File: config.mk
export PLATFORM = sky130hd
export DESIGN_NAME = gbn_cell
export DESIGN_NICKNAME = d
export VERILOG_FILES = /design/src/sv/gbn_pkg.sv /design/src/sv/gbn_cell.sv
export SDC_FILE = /design/constraint.sdc
export NUM_CORES = 2
export LEC_CHECK = 0
export ABC_AREA = 1
export BUFFER_PORTS_ARGS = -buffer_cell sky130_fd_sc_hd__buf_2
export CORE_AREA = 2 2 434 436
export CTS_CLUSTER_DIAMETER = 200
export CTS_CLUSTER_SIZE = 14
export DETAILED_ROUTE_END_ITERATION = 10
export DIE_AREA = 0 0 436 438
export HOLD_SLACK_MARGIN = 0.15
export SETUP_SLACK_MARGIN = 0.15
export SYNTH_ARGS = -nofsm -noshare
export SYNTH_HDL_FRONTEND = slang
export SYNTH_SLANG_ARGS = --single-unit
File: constraint.sdc
create_clock -name clock -period 23.9 [get_ports clock]
set_input_delay 4.78 -clock clock [delete_from_list [all_inputs] [get_ports clock]]
set_output_delay 4.78 -clock clock [all_outputs]
set_load 0.05 [all_outputs]
File: src/sv/gbn_pkg.sv
// ----------------------------------------------------------------------------
// gbn_pkg
// Shared types and constants of the greedy box suppression block.
// ----------------------------------------------------------------------------
package gbn_pkg;

   localparam int COORD_W    = 16;
   localparam int EDGE_W     = COORD_W + 2;
   localparam int AREA_W     = 2 * COORD_W;
   localparam int SUM_W      = AREA_W + 1;
   localparam int THR_W      = 16;
   localparam int PROD_W     = SUM_W + THR_W;
   localparam int IDX_W      = 12;
   localparam int CSR_ADDR_W = 3;
   localparam int CSR_DATA_W = 32;

   localparam logic [THR_W-1:0] THR_RESET = 16'd29491;

   // register index, taken from the word address
   typedef enum logic [0:0] {
      REG_IOU_THRESHOLD = 1'b0,
      REG_UNMAPPED      = 1'b1
   } reg_index_type;

   typedef struct packed {
      logic signed [COORD_W-1:0] x;
      logic signed [COORD_W-1:0] y;
      logic [COORD_W-1:0]        w;
      logic [COORD_W-1:0]        h;
   } box_type;

   // item travelling along the row of cells
   typedef struct packed {
      logic              tok;
      box_type           box;
      logic [AREA_W-1:0] area;
   } fwd_type;

   // suppression verdict trailing the item
   typedef struct packed {
      logic done;
      logic hit;
   } verdict_type;

   typedef struct packed {
      logic             keep;
      logic             overflow;
      logic [IDX_W-1:0] box_index;
   } result_type;

endpackage

File: src/sv/gbn_cell.sv
// ----------------------------------------------------------------------------
// gbn_cell
// One kept box of the row: compares the passing box with its own entry over
// a short pipeline and ORs its verdict into the trailing suppress flag.
// ----------------------------------------------------------------------------
module gbn_cell #(
   parameter int CNT_W = 7,
   parameter int INDEX = 0
) (
   input  logic                              clock,
   input  logic                              reset,
   input  gbn_pkg::fwd_type                  fwd_in,
   output gbn_pkg::fwd_type                  fwd_out,
   input  gbn_pkg::verdict_type              vrd_in,
   output gbn_pkg::verdict_type              vrd_out,
   input  logic [CNT_W-1:0]                  kept_count,
   input  logic [gbn_pkg::THR_W-1:0]         threshold,
   input  logic                              wr_en,
   input  logic [CNT_W-1:0]                  wr_idx,
   input  gbn_pkg::box_type                  wr_box,
   input  logic [gbn_pkg::AREA_W-1:0]        wr_area
);
   import gbn_pkg::*;

   localparam logic [CNT_W-1:0] MY_INDEX = CNT_W'(INDEX);

   box_type             kept_box_ff;
   logic [AREA_W-1:0]   kept_area_ff;
   fwd_type             fwd_ff;

   logic                act1_ff, act2_ff, act3_ff;
   logic                tok1_ff, tok2_ff, tok3_ff;
   logic [COORD_W-1:0]  ov_x_ff, ov_y_ff;
   logic [AREA_W-1:0]   inter_ff, inter3_ff;
   logic [SUM_W-1:0]    sum_ff;
   logic [PROD_W-1:0]   prod_ff;
   verdict_type         vrd_ff;

   logic                act1_in;
   logic [COORD_W-1:0]  ov_x_in, ov_y_in;
   logic [AREA_W-1:0]   inter_in;
   logic [SUM_W-1:0]    sum_in, union_val;
   logic [PROD_W-1:0]   prod_in;
   logic                hit;
   verdict_type         vrd_in_next;

   logic signed [EDGE_W-1:0] xn, xk, rn, rk, yn, yk, bn, bk;
   logic signed [EDGE_W-1:0] left, right, top_e, bottom, dx, dy;

   always_comb begin
      xn = {{2{fwd_in.box.x[COORD_W-1]}}, fwd_in.box.x};
      xk = {{2{kept_box_ff.x[COORD_W-1]}}, kept_box_ff.x};
      yn = {{2{fwd_in.box.y[COORD_W-1]}}, fwd_in.box.y};
      yk = {{2{kept_box_ff.y[COORD_W-1]}}, kept_box_ff.y};
      rn = xn + $signed({2'b00, fwd_in.box.w});
      rk = xk + $signed({2'b00, kept_box_ff.w});
      bn = yn + $signed({2'b00, fwd_in.box.h});
      bk = yk + $signed({2'b00, kept_box_ff.h});
      left   = (xn > xk) ? xn : xk;
      top_e  = (yn > yk) ? yn : yk;
      right  = (rn < rk) ? rn : rk;
      bottom = (bn < bk) ? bn : bk;
      dx = right - left;
      dy = bottom - top_e;
      // a positive overlap never exceeds the narrower box, so 16 bits hold it
      ov_x_in = (dx > 0) ? dx[COORD_W-1:0] : '0;
      ov_y_in = (dy > 0) ? dy[COORD_W-1:0] : '0;
      act1_in = fwd_in.tok && (MY_INDEX < kept_count);

      inter_in  = AREA_W'(ov_x_ff) * AREA_W'(ov_y_ff);
      sum_in    = SUM_W'(fwd_ff.area) + SUM_W'(kept_area_ff);
      union_val = sum_ff - SUM_W'(inter_ff);
      prod_in   = PROD_W'(threshold) * PROD_W'(union_val);

      hit = act3_ff && ({1'b0, inter3_ff, 16'h0000} > prod_ff);
      vrd_in_next.done = tok3_ff;
      vrd_in_next.hit  = vrd_in.hit | hit;
   end

   always_ff @(posedge clock) begin
      if (reset) begin
         fwd_ff.tok <= 1'b0;
         act1_ff    <= 1'b0;
         act2_ff    <= 1'b0;
         act3_ff    <= 1'b0;
         tok1_ff    <= 1'b0;
         tok2_ff    <= 1'b0;
         tok3_ff    <= 1'b0;
         vrd_ff     <= '0;
      end else begin
         fwd_ff.tok <= fwd_in.tok;
         act1_ff    <= act1_in;
         act2_ff    <= act1_ff;
         act3_ff    <= act2_ff;
         tok1_ff    <= fwd_in.tok;
         tok2_ff    <= tok1_ff;
         tok3_ff    <= tok2_ff;
         vrd_ff     <= vrd_in_next;
      end
      fwd_ff.box  <= fwd_in.box;
      fwd_ff.area <= fwd_in.area;
   end

   always_ff @(posedge clock) begin
      ov_x_ff     <= ov_x_in;
      ov_y_ff     <= ov_y_in;
      inter_ff    <= inter_in;
      sum_ff      <= sum_in;
      inter3_ff   <= inter_ff;
      prod_ff     <= prod_in;
      if (wr_en && (wr_idx == MY_INDEX)) begin
         kept_box_ff  <= wr_box;
         kept_area_ff <= wr_area;
      end
   end

   assign fwd_out = fwd_ff;
   assign vrd_out = vrd_ff;

endmodule

==> key figures <==
Setup path
  • Kind of start point of the critical path: input pin
  • Endpoint of the most critical register-to-register path: prod_ff[37]
  • CP endpoint kind: flip-flop
  • Crit path max-delay family: adder cells
  • Setup Crit Path Kind: input pin to flip-flop
  • Data arrival, critical path: 11.79 ns
  • Cell count of the worst reg-to-reg path: 30
  • CP dominant cell by count: fa_1
  • Slowest cell delay on critical path: 0.86 ns
  • Register-to-register setup slack: 15.25 ns
  • Count of buffer and inverter cells on the critical path: 6
  • Worst path cell trace: buf_2 > clkinv_1 > or2_1 > fa_1 > fa_1 > inv_1 > fa_1 > inv_1 > fa_1 > fa_1 > fa_1 > inv_1 > ha_1 > nand2_1 > nor2_1 > inv_1 > nor4_1 > o21ai_0 > nand3_1 > xor2_1
  • Slowest cell on the critical path: clkinv_1
  • Start of the worst register-to-register path: inter_ff[15]
  • Highest net fanout along the worst path: 17
  • Data required, critical path: between 20 and 25 ns

Global route
  • Met3 track demand over resource in global routing: 0.0192
  • Grt met2 use: 0.260
  • Met1 GRT Util: 0.177
  • Residual overflow from global routing: 0
  • Most used routing layer in global routing: met2
  • Via count of the first global-routing pass: 40300
  • Total GRT Usage: 0.144
  • Initial antenna violation count: 2
  • Global-route wire length before repair: 219000 um
  • Largest net degree at the start of global routing: 55

Clock tree
  • Maximum root-to-sink buffer count: 3
  • Clk sink count: roughly 380
  • Clock edge transition at the registers on the reported setup and hold paths: ~0.07 ns
  • TritonCTS buffer count: 31
  • Source-to-sink clock delay at the later pin of the worst-skew pair: 0.63 ns
  • Post-cts repair resize count: 0
  • Number of buffers inserted to repair setup after CTS: 0
  • H-tree Lvls: 1
  • Clock tree from TritonCTS: done
  • Quantity of hold-fixing buffers added after cts: 0
  • Cell chosen for the clock root: clkbuf_16

Synthesis
  • Count of different cell masters after synthesis: 58
  • Number of cells produced by synthesis: 5774
  • FF+latch count, synth: 378
  • Synthesized area divided by synthesized cell count: 8.02 um^2
  • Warning count from the yosys run: 0
  • Proportion of synthesized chip area in sequential cells: 0.184
  • Number of nets produced by synthesis: 7125
  • Cell area after synthesis: 0.0463 mm^2

Place
  • Placed cell count: 8454
  • DP Worst Slack: approximately 12 ns
  • Port Buf Inserts: 325
  • Post-detailed-placement half-perimeter wirelength: 114000 um
  • Routability congestion estimate from global placement: 0.926

Timing
  • Clock period minus final worst setup slack: approximately 11 ns
  • Final worst setup slack: 12.60 ns
  • Layout Skew: slightly above 0.03 ns
  • Unrepaired setup endpoints after global routing: false
  • Fin crit share: 0.473
  • Final setup TNS: 0 ns
  • Number of failing setup endpoints in the final timing report: 0
  • Slew headroom: 0.182
  • Number of max-slew violations in the final report: 0
  • Final hold vios: 0
  • Actual transition at the worst max-transition pin: around 1.2 ns
  • Maximum clock frequency: 88.5 MHz

Hold path
  • Hold path startpoint: inter_ff[7]
  • Type of the most critical hold path: flip-flop to flip-flop
  • Number of stages on the worst hold path: 0
  • Worst-case hold path end point: inter3_ff[7]

Route
  • Number of vias per cell: approximately 4.5
  • Post-Route WL: 138000 um
  • Count of unresolved DRC violations after routing: 0
  • First drt pass iteration count: 6
  • ANT nets after route: 0
  • Wire per inst: around 16 um
  • Starting DRC count in detailed routing: about 2400
  • Vias: 38000

Layout
  • Share of cells above drive strength 1: 0.0786
  • Final std cells w/o fill: 8504
  • Post-layout net count: roughly 7300
  • Total of fill cells in the finished design: 20300
  • Synthesis-to-finish area growth: 11.0%

Die
  • Top Ports: ~330
  • Number of placement rows: 159
  • Die width: 436 um
  • Vertical extent of the die: 438 um
  • Initial standard-cell utilization of the core: 0.248
  • Die area: 0.191 mm^2
  • Core outline area: 0.187 mm^2

Flow run
  • Max-cap viol count: 0

Status
  • Status: complete, no violations
-- logic make-up (layout without fill, tap and decap cells) --
logic type	Yosys count	in the layout	share of synthesized area
compound gates	611	611	0.0743
other cells	0	2	0
fa+ha+maj	1123	1123	0.406
simple gates	2112	2112	0.188
buf+inv	1369	1602	0.113
flops	378	378	0.184
xor+xnor	181	181	0.0349
-- cells in the mapped netlist, drive strengths merged --
cell	n	share of area
inv	1209	0.098
xor2	109	0.021
a31oi	34	0.0046
a221oi	5	0.00095
dfxtp	282	0.12
a21oi	277	0.030
a211oi	7	0.0011
nor3b	1	0.00016
o211ai	5	0.00081
nand2	1215	0.099
nand3	243	0.027
o311ai	1	0.00019
o21bai	24	0.0043
fa	634	0.27
o2111ai	8	0.0015
o221ai	2	0.00038
nand4	33	0.0045
buf	34	0.0044
a21o	30	0.0049
xnor2	72	0.014
o31ai	1	0.00016
nand3b	15	0.0025
ha	489	0.13
nor4	14	0.0019
a21boi	17	0.0028
and3	2	0.00027
nor2	505	0.042
clkbuf	124	0.010
nor3	38	0.0042
o21ai	189	0.021
and2	1	0.00014
edfxtp	96	0.062
or2	44	0.0059
a311oi	1	0.00019
or4	1	0.00016
o21a	10	0.0016
clkinv	2	0.00016
-- per-layer routing --
layer,vias up,share of wire
met2,1176,0.50
li1,18200,-
met4,2,0.030
met3,193,0.060
met1,18500,0.41
met5,-,0.000087
-- layout make-up --
type / count / area [um^2] / share of cell area
Sequential cell: 378 / 8530 / 0.166
Timing Repair Buffer: 343 / 1760 / 0.0342
Clock buffer: 46 / 853 / 0.0166
Clock inverter: 2 / 12.5 / 0.000243
Tap cell: 2495 / 3120 / 0.0607
Antenna cell: 2 / 5.00 / 0.0000973
Multi-Input combinational cell: 4027 / 32600 / 0.634
Inverter: 1211 / 4550 / 0.0884
-- how the worst max path moves through the flow --
stage,startpoint,end,slack [ns],cells after the start
2_1_floorplan,wr_idx[1],kept_area_ff[0],8.75,2
3_3_place_gp,threshold[5],prod_ff[37],12.09,20
3_5_place_dp,threshold[5],prod_ff[37],12.13,20
4_1_cts,threshold[5],prod_ff[45],12.76,22
5_1_grt,threshold[5],prod_ff[45],12.38,22
6_report,threshold[5],prod_ff[37],12.60,20
-- per-stage QoR --
stage | hold WS, ns | utilization | area, um^2
3_5_place_dp | 0.340 | 0.271 | 50600
4_1_cts | 0.338 | 0.276 | 51400
5_1_grt | 0.349 | 0.276 | 51400
6_report | 0.346 | 0.276 | 51400
2_1_floorplan | 0.331 | - | 46300
3_3_place_gp | 0.339 | 0.271 | 50600
-- cell usage in the layout (no fill, tap or decap), types with 7 or more instances in the layout --
master,instances
nand2_2,12
xor2_1,105
fa_1,634
o2111ai_1,8
ha_1,489
a21oi_1,274
buf_2,325
inv_2,9
nor3_1,37
a21o_1,30
o21ai_1,10
a211oi_1,7
o21a_1,10
clkbuf_16,32
clkbuf_1,14
nand3_1,234
or2_2,24
nand3_2,9
o21bai_1,21
or2_1,17
xnor2_1,69
a31oi_1,34
nor4_1,13
buf_4,18
edfxtp_1,96
nor2_1,483
nand3b_1,14
nand4_1,33
dfxtp_1,282
a21boi_0,15
nand2_1,1203
o21ai_0,177
nor2_2,21
inv_1,1200
-- state kept, by name, summed over array words and instances (netlist names) --
register      flops
act1_ff           1
act2_ff           1
act3_ff           1
fwd_out          96
inter3_ff        32
inter_ff         32
kept_area_ff     32
kept_box_ff      64
ov_x_ff          16
ov_y_ff          16
prod_ff          49
sum_ff           33
tok1_ff           1
tok2_ff           1
tok3_ff           1
vrd_out           2
Power is not shown: default switching activity piles up to over one toggle a cycle in this logic, so the estimate is an artifact.
